[src/rtl/core/bdll_pkg.sv]
// ----------------------------------------------------------------------------
// Bounded doubly linked list package
// Sizes, request and status codes, and element conversion helpers shared by
// the list core.
// ----------------------------------------------------------------------------
package bdll_pkg;

  // Store geometry.
  localparam int CAPACITY      = 64;
  localparam int ELEMENT_WIDTH = 32;
  localparam int SLOT_W        = (CAPACITY > 1) ? $clog2(CAPACITY) : 1;
  localparam int CNT_W         = $clog2(CAPACITY + 1);

  // Fixed field widths of the request and result items.
  localparam int REQ_W     = 2;
  localparam int VALUE_W   = 32;
  localparam int POS_W     = 6;
  localparam int STATUS_W  = 2;
  localparam int COUNT_W   = 7;
  localparam int S_TDATA_W = 40;
  localparam int M_TDATA_W = 40;

  // Comparison width wide enough for both a position and a count.
  localparam int CMP_W = (CNT_W > POS_W) ? CNT_W : POS_W;

  typedef logic [SLOT_W-1:0]        slot_t;
  typedef logic [CNT_W-1:0]         cnt_t;
  typedef logic [ELEMENT_WIDTH-1:0] elem_t;

  typedef enum logic [REQ_W-1:0] {
    REQ_APPEND  = 2'd0,
    REQ_READ    = 2'd1,
    REQ_REMOVE  = 2'd2,
    REQ_REVERSE = 2'd3
  } req_t;

  typedef enum logic [STATUS_W-1:0] {
    ST_OK    = 2'd0,
    ST_EMPTY = 2'd1,
    ST_PAST  = 2'd2,
    ST_FULL  = 2'd3
  } status_t;

  // Keep the low element bits of a sign-extended input value.
  function automatic elem_t elem_from_in(input logic signed [VALUE_W-1:0] v);
    logic signed [63:0] w;
    w = 64'(v);
    return w[ELEMENT_WIDTH-1:0];
  endfunction

  // Sign-extend a stored element and keep the low bits of the data field.
  function automatic logic [VALUE_W-1:0] elem_to_out(input elem_t v);
    logic signed [ELEMENT_WIDTH-1:0] sv;
    logic signed [63:0]              w;
    sv = v;
    w  = 64'(sv);
    return w[VALUE_W-1:0];
  endfunction

endpackage

[src/rtl/core/bounded_doubly_linked_list_core.sv]
// ----------------------------------------------------------------------------
// Bounded doubly linked list core
// An ordered store of up to CAPACITY signed elements held as a doubly linked
// list in slot memories, with a free slot stack. Each request appends, reads
// at a position, removes at a position or reverses the order, and gives one
// result carrying status, data and the element count. One request is in work
// at a time. A read or remove walks the list, following one link per cycle
// through the registered read port of the link memories. A finished result
// waits in the output register while the next request is accepted. No
// clearing pass is needed after reset.
// ----------------------------------------------------------------------------
module bounded_doubly_linked_list_core (
  input  logic                          clk,
  input  logic                          rst,
  // Request channel.
  input  logic                          s_tvalid,
  output logic                          s_tready,
  // s_tdata, lowest bit up: value[31:0], position[37:32], zero fill.
  input  logic [bdll_pkg::S_TDATA_W-1:0] s_tdata,
  // s_tuser: req_type[1:0].
  input  logic [bdll_pkg::REQ_W-1:0]     s_tuser,
  // Result channel.
  output logic                          m_tvalid,
  input  logic                          m_tready,
  // m_tdata, lowest bit up: data[31:0], count[38:32], zero fill.
  output logic [bdll_pkg::M_TDATA_W-1:0] m_tdata,
  // m_tuser: status[1:0].
  output logic [bdll_pkg::STATUS_W-1:0]  m_tuser
);

  import bdll_pkg::*;

  typedef enum logic [1:0] {
    S_IDLE,
    S_APPEND,
    S_WALK,
    S_DONE
  } state_t;

  state_t state;

  // Request being served.
  req_t                       req_kind;
  logic signed [VALUE_W-1:0]  req_val;
  logic [POS_W-1:0]           req_pos;

  // List control state.
  cnt_t  cnt;
  slot_t first_slot;
  slot_t last_slot;
  logic  rev;

  // Walk state.
  slot_t            cur;
  logic [POS_W-1:0] idx;

  // Result held until the output register is free.
  status_t            res_status;
  logic [VALUE_W-1:0] res_data;

  // Slot memories and the free slot stack.
  elem_t val_mem [CAPACITY];
  slot_t fwd_mem [CAPACITY];
  slot_t bwd_mem [CAPACITY];
  slot_t stk_mem [CAPACITY];
  logic [CAPACITY-1:0] stk_vld;

  // Registered read data.
  elem_t val_q;
  slot_t fwd_q;
  slot_t bwd_q;
  slot_t free_q;

  // Write ports.
  logic  val_we, fwd_we, bwd_we, stk_we;
  slot_t val_wa, fwd_wa, bwd_wa, stk_wa;
  elem_t val_wd;
  slot_t fwd_wd, bwd_wd, stk_wd;

  slot_t rd_addr;
  slot_t next_q;
  slot_t prev_q;
  slot_t stk_top;
  logic  at_pos;
  logic  out_free;

  assign s_tready = (state == S_IDLE);
  assign out_free = !m_tvalid || m_tready;

  // Link directions follow the reversal flag.
  assign next_q = rev ? bwd_q : fwd_q;
  assign prev_q = rev ? fwd_q : bwd_q;

  // The walk reads the next slot; otherwise the front is kept ready.
  assign rd_addr = (state == S_WALK) ? next_q : first_slot;

  // Stack index of the next free slot: CAPACITY - 1 - count.
  assign stk_top = SLOT_W'(CAPACITY - 1) - cnt[SLOT_W-1:0];

  assign at_pos = (idx == req_pos);

  // Memory write requests for append and remove.
  always_comb begin
    val_we = 1'b0;
    fwd_we = 1'b0;
    bwd_we = 1'b0;
    stk_we = 1'b0;
    val_wa = free_q;
    val_wd = elem_from_in(req_val);
    fwd_wa = last_slot;
    fwd_wd = free_q;
    bwd_wa = free_q;
    bwd_wd = last_slot;
    stk_wa = stk_top + slot_t'(1);
    stk_wd = cur;
    case (state)
      S_APPEND: begin
        val_we = 1'b1;
        if (cnt != '0) begin
          fwd_we = 1'b1;
          bwd_we = 1'b1;
          if (rev) begin
            bwd_wa = last_slot;
            bwd_wd = free_q;
            fwd_wa = free_q;
            fwd_wd = last_slot;
          end
        end
      end
      S_WALK: begin
        if (at_pos && req_kind == REQ_REMOVE) begin
          stk_we = 1'b1;
          if (cnt != cnt_t'(1)) begin
            // Link the predecessor forward to the successor.
            if (cur != first_slot) begin
              if (rev) begin
                bwd_we = 1'b1;
                bwd_wa = prev_q;
                bwd_wd = next_q;
              end else begin
                fwd_we = 1'b1;
                fwd_wa = prev_q;
                fwd_wd = next_q;
              end
            end
            // Link the successor back to the predecessor.
            if (cur != last_slot) begin
              if (rev) begin
                fwd_we = 1'b1;
                fwd_wa = next_q;
                fwd_wd = prev_q;
              end else begin
                bwd_we = 1'b1;
                bwd_wa = next_q;
                bwd_wd = prev_q;
              end
            end
          end
        end
      end
      default: begin
      end
    endcase
  end

  // Slot memories with registered reads.
  always_ff @(posedge clk) begin
    if (val_we) val_mem[val_wa] <= val_wd;
    if (fwd_we) fwd_mem[fwd_wa] <= fwd_wd;
    if (bwd_we) bwd_mem[bwd_wa] <= bwd_wd;
    if (stk_we) stk_mem[stk_wa] <= stk_wd;
    val_q <= val_mem[rd_addr];
    fwd_q <= fwd_mem[rd_addr];
    bwd_q <= bwd_mem[rd_addr];
    // An untouched stack entry still holds its reset slot index.
    if (stk_vld[stk_top]) free_q <= stk_mem[stk_top];
    else                  free_q <= SLOT_W'(CAPACITY - 1) - stk_top;
  end

  // Valid bits of the free slot stack.
  always_ff @(posedge clk) begin
    if (rst) begin
      stk_vld <= '0;
    end else if (stk_we) begin
      stk_vld[stk_wa] <= 1'b1;
    end
  end

  // Sequencer and result register.
  always_ff @(posedge clk) begin
    if (rst) begin
      state      <= S_IDLE;
      cnt        <= '0;
      first_slot <= '0;
      last_slot  <= '0;
      rev        <= 1'b0;
      m_tvalid   <= 1'b0;
    end else begin
      // A taken result frees the output register unless a new one is loaded.
      if (m_tvalid && m_tready && state != S_DONE) m_tvalid <= 1'b0;
      case (state)
        S_IDLE: begin
          if (s_tvalid) begin
            req_kind   <= req_t'(s_tuser);
            req_val    <= s_tdata[VALUE_W-1:0];
            req_pos    <= s_tdata[VALUE_W +: POS_W];
            res_data   <= '0;
            res_status <= ST_OK;
            cur        <= first_slot;
            idx        <= '0;
            case (req_t'(s_tuser))
              REQ_APPEND: begin
                if (cnt == cnt_t'(CAPACITY)) begin
                  res_status <= ST_FULL;
                  state      <= S_DONE;
                end else begin
                  state <= S_APPEND;
                end
              end
              REQ_READ, REQ_REMOVE: begin
                if (cnt == '0) begin
                  res_status <= ST_EMPTY;
                  state      <= S_DONE;
                end else if (CMP_W'(s_tdata[VALUE_W +: POS_W]) >= CMP_W'(cnt)) begin
                  res_status <= ST_PAST;
                  state      <= S_DONE;
                end else begin
                  state <= S_WALK;
                end
              end
              default: begin
                // Reverse: swap the ends and the link roles.
                first_slot <= last_slot;
                last_slot  <= first_slot;
                rev        <= ~rev;
                state      <= S_DONE;
              end
            endcase
          end
        end
        S_APPEND: begin
          if (cnt == '0) first_slot <= free_q;
          last_slot <= free_q;
          cnt       <= cnt + cnt_t'(1);
          state     <= S_DONE;
        end
        S_WALK: begin
          if (at_pos) begin
            res_data <= elem_to_out(val_q);
            if (req_kind == REQ_REMOVE) begin
              if (cnt == cnt_t'(1)) begin
                first_slot <= '0;
                last_slot  <= '0;
              end else begin
                if (cur == first_slot) first_slot <= next_q;
                if (cur == last_slot)  last_slot  <= prev_q;
              end
              cnt <= cnt - cnt_t'(1);
            end
            state <= S_DONE;
          end else begin
            cur <= next_q;
            idx <= idx + POS_W'(1);
          end
        end
        S_DONE: begin
          if (out_free) begin
            m_tvalid <= 1'b1;
            m_tdata  <= {{(M_TDATA_W - VALUE_W - COUNT_W){1'b0}}, COUNT_W'(cnt), res_data};
            m_tuser  <= res_status;
            state    <= S_IDLE;
          end
        end
        default: begin
          state <= S_IDLE;
        end
      endcase
    end
  end

  // An accepted request holds off new requests in the cycle after acceptance.
  a_busy_after_accept: assert property (@(posedge clk) disable iff (rst)
    (s_tvalid && s_tready) |=> !s_tready)
    else $error("request accepted while the previous one was starting");

  // Handing over a result always raises the output valid.
  a_result_loaded: assert property (@(posedge clk) disable iff (rst)
    (state == S_DONE && out_free) |=> (m_tvalid && state == S_IDLE))
    else $error("result not presented after completion");

  // The count moves by at most one per cycle and never passes capacity.
  a_count_step: assert property (@(posedge clk) disable iff (rst)
    ##1 (cnt == $past(cnt) || cnt == $past(cnt) + cnt_t'(1) || cnt == $past(cnt) - cnt_t'(1))
        && cnt <= cnt_t'(CAPACITY))
    else $error("element count changed by more than one");

  // The walk never runs beyond the requested position.
  a_walk_bound: assert property (@(posedge clk) disable iff (rst)
    (state == S_WALK) |-> (idx <= req_pos && CMP_W'(req_pos) < CMP_W'(cnt)))
    else $error("list walk ran past the requested position");

endmodule
[config.mk]
export PLATFORM = sky130hd
export DESIGN_NAME = bounded_doubly_linked_list_core
export DESIGN_NICKNAME = d
export VERILOG_FILES = /design/src/rtl/core/bdll_pkg.sv /design/src/rtl/core/bounded_doubly_linked_list_core.sv
export SDC_FILE = /design/constraint.sdc
export NUM_CORES = 2
export LEC_CHECK = 0
export BUFFER_PORTS_ARGS = -buffer_cell sky130_fd_sc_hd__clkbuf_2
export CAP_MARGIN = 20
export CORE_ASPECT_RATIO = 0.9
export CORE_MARGIN = 4
export CORE_UTILIZATION = 43
export CTS_BUF_LIST = sky130_fd_sc_hd__clkbuf_16
export DETAILED_ROUTE_END_ITERATION = 7
export PLACE_DENSITY = 0.64
export SYNTH_ARGS = -nofsm -noshare
export SYNTH_HDL_FRONTEND = slang
export SYNTH_SLANG_ARGS = --single-unit
[constraint.sdc]
create_clock -name clk -period 8.4 [get_ports clk]
set_input_delay 0.42 -clock clk [delete_from_list [all_inputs] [get_ports clk]]
set_output_delay 0.42 -clock clk [all_outputs]
set_load 0.02 [all_outputs]
Yosys cells after proc, flatten, opt, wreduce, memory -nomap -nowiden --
Memories as Yosys holds them, arrays and structs flattened. A register that Yosys moved wholly into a read port is not among the register bits. Index checks and enable logic that the tools add are counted.
Word-level totals: input bits 46, register bits after elaboration 220, output and inout port bits 44, memory bits (writable) 3200, word-level logic and storage cells 191, memories 4
Memories:
- val_mem | depth 64, width 32, rd ports 1, clocked after memory_dff 1, wr ports 1, line bounded_doubly_linked_list_core.sv:62 | elem_t val_mem [CAPACITY];
- bwd_mem | depth 64, width 6, rd ports 1, clocked after memory_dff 1, wr ports 1, line bounded_doubly_linked_list_core.sv:64 | slot_t bwd_mem [CAPACITY];
- fwd_mem | depth 64, width 6, rd ports 1, clocked after memory_dff 1, wr ports 1, line bounded_doubly_linked_list_core.sv:63 | slot_t fwd_mem [CAPACITY];
- stk_mem | depth 64, width 6, rd ports 1, clocked after memory_dff 0, wr ports 1, line bounded_doubly_linked_list_core.sv:65 | slot_t stk_mem [CAPACITY];
Cells by class: equality and inequality tests 24, $add $sub $neg 6, reduce and logical (&&, ||, !) cells 24, $lt $le $gt $ge 4, bitwise operators 4, muxes and demuxes 108
Operators with widths (count):
- $mux W6 | 49
- $pmux W6 S2 | 6
- $mux W32 | 2
- $or A64 B64 Y64 | 1
- $pmux W32 S2 | 1
- $pmux W6 S3 | 2
- $mux W1 | 31
- $eq A6 B6 Y1 | 3
- $reduce_and A3 Y1 | 5
- $lt A6 B7 Y1 const B | 2
- $mux W2 | 7
- $mux W7 | 2
- $ne A2 B2 Y1 const B | 7
- $pmux W7 S2 | 1
- $add A6 B1 Y6 const B | 2
- $ne A6 B6 Y1 | 2
- $sub A6 B6 Y6 const A | 2
- $eq A2 B2 Y1 const B | 4
- $pmux W2 S2 | 2
- $pmux W2 S4 | 1
- $reduce_and A4 Y1 | 2
- $add A7 B1 Y7 const B | 1
- $eq A7 B1 Y1 const B | 1
- $eq A7 B7 Y1 const B | 1
- other kinds (23) | 33

Longest topological paths before layout --
depth in word-level cells 9, depth in mapped cells 17, mapped depth without buffers 11

Worst setup path after synthesis --
OpenSTA, ideal clock, no wires.
kind reg-to-reg, start register state[0], end register res_data[0] (enable), stages on the path, launching flop included 9, slack 1020 ps, period minus slack after synthesis 7380 ps, library setup time 594 ps, arrival time 6786 ps, buffers on the path 4, data required time 7806 ps, cells stage by stage dfxtp_1 -> inv_1 -> ha_1 -> buf_4 -> buf_2 -> clkbuf_1 -> buf_1 -> nor2_1 -> a2111oi_0
On the way: word-level cells in the longest chain between the ends 3, elaborated cells on any way between the ends 6, those cells by class eq/ne: 3; reduce/logical: 3
RTL lines:
- from (decl) | line bounded_doubly_linked_list_core.sv:40 | state_t state;
- from (signal assigned) | line bounded_doubly_linked_list_core.sv:192 | state <= S_IDLE;
- from (signal assigned) | line bounded_doubly_linked_list_core.sv:215 | state <= S_DONE;
- from (signal assigned) | line bounded_doubly_linked_list_core.sv:217 | state <= S_APPEND;
- $eq A2 B2 Y1 or $logic_not A2 Y1 (tied branches) | line bounded_doubly_linked_list_core.sv:201 | case (state)
- $ne A2 B2 Y1 (no source line) or $reduce_bool A2 Y1 (tied branches)
- $reduce_and A4 Y1 (no source line) (*)
- to (signal assigned) | line bounded_doubly_linked_list_core.sv:249 | res_data <= elem_to_out(val_q);
- to (decl) | line bounded_doubly_linked_list_core.sv:59 | logic [VALUE_W-1:0] res_data;
Every way passes the cells marked *; elsewhere a longest branch is shown, timed or not. A chain may end at the register's enable or synchronous reset.

Final worst setup path --
start register cnt[0], end memory fwd_mem[62][4] (netlist bit) (enable)
On the way: word-level cells in the longest chain between the ends 6, elaborated cells on any way between the ends 12, those cells by class eq/ne: 1; mux: 10; reduce/logical: 1
RTL lines:
- from (decl) | line bounded_doubly_linked_list_core.sv:48 | cnt_t cnt;
- from (signal assigned) | line bounded_doubly_linked_list_core.sv:244 | cnt <= cnt + cnt_t'(1);
- from (signal assigned) | line bounded_doubly_linked_list_core.sv:258 | cnt <= cnt - cnt_t'(1);
- $ne A7 B1 Y1 | line bounded_doubly_linked_list_core.sv:133 | if (cnt != cnt_t'(1)) begin
- $mux W1 | line bounded_doubly_linked_list_core.sv:133
- $mux W1 | line bounded_doubly_linked_list_core.sv:131 | if (at_pos && req_kind == REQ_REMOVE) begin
- $pmux W1 S2 | line bounded_doubly_linked_list_core.sv:116 | case (state)
- $mux W1 | line bounded_doubly_linked_list_core.sv:169 | if (fwd_we) fwd_mem[fwd_wa] <= fwd_wd;
- $mux W1 (not written as such) | line bounded_doubly_linked_list_core.sv:169
- to (decl) | line bounded_doubly_linked_list_core.sv:63
Several ways; a longest one is shown, not always the timed one.

==> key figures <==
Outcome
  • Status: complete, no violations

Global route
  • Vias in the first global route: about 80,000
  • Grt peak-use layer: met2
  • Met1 Usage GRT: between 30% and 40%
  • Grt met2 use: approximately 37%
  • Global-route wire length before repair: 559,000 um
  • GRT Total Usage: a little under a quarter
  • Largest net degree at the start of global routing: 190
  • Total gr overflow: 0
  • Antenna violations before repair: 16
  • M3 GR Usage: under 10%

Critical path
  • Most used cell along the critical path: nor2_1
  • Buffers & Inverters on Critical Path: 1
  • Slowest stage delay, CP: 0.79 ns
  • CP Capture Type: flip-flop
  • CP required: between 8 and 9 ns
  • Startpoint type of the worst setup path: flip-flop
  • CP Cell Sequence: inv_1, ha_1, nor2b_1, a21oi_1, o211ai_1, o21a_1, nor2_1, a211oi_1, nand3_1, nor2_1
  • Critical path arrival: just over 6 ns
  • Crit Path Class: flip-flop to flip-flop
  • Worst-path fanout max: 49
  • Critical path's slowest cell: nand3_1
  • Top Family by Delay on Critical Path: simple AND/OR/NAND/NOR gates

Layout
  • Final layout net count: between 9,000 and 10,000
  • Proportion of layout cells with a drive suffix above 1: between 10 and 15%
  • Layout area overhead: 12.1%

STA
  • Final setup TNS: 0 ns
  • Minimum clock period: between 5 and 6 ns
  • RSZ-0062 raised after global routing: no
  • Final Setup Violations: 0
  • FMAX: between 150 and 200 MHz
  • Clock Skews: roughly 0.080 ns
  • Final hold vios: 0
  • Slew at the pin closest to its max-slew limit: 1.17 ns
  • Final WS setup: approximately 2.8 ns
  • Final critical-path share of the clock period: 66.6%
  • Slew headroom: between 20% and 30%
  • Final Slew Violations: 0

Yosys
  • Main flop type after synthesis: edfxtp_1
  • EDFF count, synth: roughly 3,300
  • Synth unique cells: between 80 and 90
  • Synthesis Warnings: 0
  • Synthesized cell area: approximately 140,000 um2
  • Synth area leaders: edfxtp_1 73%, nand2_1 6.0%, mux4_2 5.0%, nand3_1 4.1%, dfxtp_1 2.0%
  • Syn Nets: between 9,000 and 10,000
  • Cell with the most instances after synthesis: edfxtp_1
  • Synth top area share: between 70% and 80%
  • Register area share after synthesis: 75.4%
  • Async S/R FF share, synth: 0%
  • Synth Register Bits: 3,464
  • Top cells by instance count after synthesis: 3,327 x edfxtp_1, 2,191 x nand2_1, 1,111 x nand3_1
  • Post-Syn Instances: roughly 9,400
  • Avg Cell Area, Syn: roughly 14 um2
  • Leading area contributor after synthesis: edfxtp_1

Drt
  • DR DRC count: 0
  • Drt first pass iters: 6
  • DRT Wirelength: 390,000 um
  • Via density: 6.00
  • Routed vias: roughly 84,000
  • Drt wl/cell: around 28 um
  • Routed Antenna Nets: 0
  • Initial DRC count: roughly 12,000

Job
  • Max-Cap Viols: 0

Clock network
  • PostCTS Resize Cnt: 0
  • Clk_lat worst skew: ~0.92 ns
  • Maximum clock path buffer count: 4
  • # H-tree levels: 5
  • TritonCTS buffer count: approximately 340
  • Reg clk slew, reported paths: ~0.07 ns
  • CTS tree: done
  • Clock sink total: 3,464
  • Root Driver: clkbuf_16

Power
  • Pwr/cell area: between 300 and 400 nW/um2
  • Worst VDD drop: 0.453 mV
  • Leakage Power: ~50 nW

Place
  • IO buf count: 86
  • DP Wirelength: 211,000 um
  • Place WS: slightly below 3 ns
  • RD Place Congestion: 0.873

Floorplanning
  • Die Span Y: around 540 um
  • Die X: between 600 and 700 um
  • Rows: slightly below 200
  • I/O pins: 90
  • Initial Util: a little over two fifths
  • Die ar.: between 300,000 and 400,000 um2
  • Core area: between 300,000 and 400,000 um2

Hold path
  • Worst min path class: primary input to flip-flop
-- cells in the final DEF, fill, tap and decap left out, types with 13 or more instances in the layout --
cell              n
edfxtp_1       3327
nand2_1        2180
nand3_1        1111
a21oi_1         460
nor2_1          387
clkbuf_16       343
mux4_2          304
buf_4           183
dfxtp_1         134
inv_1            94
mux2i_1          94
clkbuf_2         85
nor4_1           82
clkinv_1         80
nor2_4           74
o21ai_0          68
a31oi_1          67
clkinv_2         54
a22oi_1          50
a32oi_1          48
dlygate4sd3_1    43
and2_1           40
o22ai_1          37
nand4_1          32
buf_12           24
nor3_1           23
and3_1           21
xnor2_1          21
a211oi_1         19
bufinv_16        19
ha_1             16
or3_1            13
-- per-layer routing --
| metal | vias to the layer above | share of wire, % |
|---|---|---|
| li1 | 35500 | - |
| met1 | 42400 | 39 |
| met2 | 4834 | 47 |
| met3 | 824 | 11 |
| met4 | 4 | 3.8 |
| met5 | - | 0.0069 |
-- flip-flops by register name (all words and copies together) (netlist names), 2 cells and up --
register and cells:
req_kind 2, m_tdata 39, bwd_q 6, res_data 32
stk_mem 384, cur 6, fwd_mem 384, cnt 7
first_slot 6, val_mem 2048, req_pos 6, free_q 6
fwd_q 6, state 2, stk_vld 64, idx 6
m_tuser 2, res_status 2, val_q 32, last_slot 6
req_val 32, bwd_mem 384
-- worst register-to-register path, stage by stage, from the launching register on --
cell      delay, ns
dfxtp_4        0.58
inv_1          0.40
ha_1           0.50
nor2b_1        0.59
a21oi_1        0.40
o211ai_1       0.44
o21a_1         0.16
nor2_1         0.08
a211oi_1       0.47
nand3_1        0.79
nor2_1         0.78
-- stage by stage --
step	util (%)	hold WS, ns	cells	power, mW	area (um2)
2_1_floorplan	-	0.400	9418	33.9	136000
3_3_place_gp	45.1	0.404	13300	41.1	142000
3_5_place_dp	45.1	0.406	13300	41.5	142000
4_1_cts	48.5	0.190	13900	55.7	153000
5_1_grt	48.5	0.225	13900	58.0	153000
6_report	48.6	0.247	13900	55.7	153000
-- kinds of logic (layout without fill, tap and decap cells) --
family,count (synthesis),after routing,synth area share (%)
AND/OR/NAND/NOR,4028,4028,12.6
flip-flops,3464,3464,75.4
AO/OA/AOI/OAI,869,869,3.88
buffers and inverters,600,964,1.91
multiplexers,412,412,5.86
XOR/XNOR,27,27,0.174
adder cells (fa/ha/maj),17,17,0.156
other,1,11,0.00275
-- what timing repair did --
item,4_1_cts,5_1_grt
hold endpoints to repair,59,0
setup buffers,0,0
hold buffers,43,0
-- worst paths after layout --
check	start	endpoint	slack, ns	depth (start not counted)
worst max-delay path	cnt[0]	fwd_mem[62][4]	2.81	10
worst min-delay path	s_tdata[15]	req_val[15]	0.25	2
worst max register to register	cnt[0]	fwd_mem[62][4]	2.81	10
worst min register to register	res_data[11]	m_tdata[11]	0.42	0
-- power breakdown --
| part | leakage, nW | internal, mW | switching, mW |
|---|---|---|---|
| logic | 13.4 | 5.77 | 14.7 |
| clock network | 5.37 | 7.99 | 6.37 |
| registers | 31.2 | 20.5 | 0.442 |
-- cell type report --
class,count,area (um2)
Clock inverter,259,1730
Sequential cell,3464,103000
Tap cell,4137,5180
Clock buffer,343,8580
Fill cell,26200,162000
Timing Repair Buffer,337,2740
Inverter,25,116
Multi-Input combinational cell,5354,31700
Antenna cell,10,25.0
Note: power is estimated with default switching activity, not from simulation.
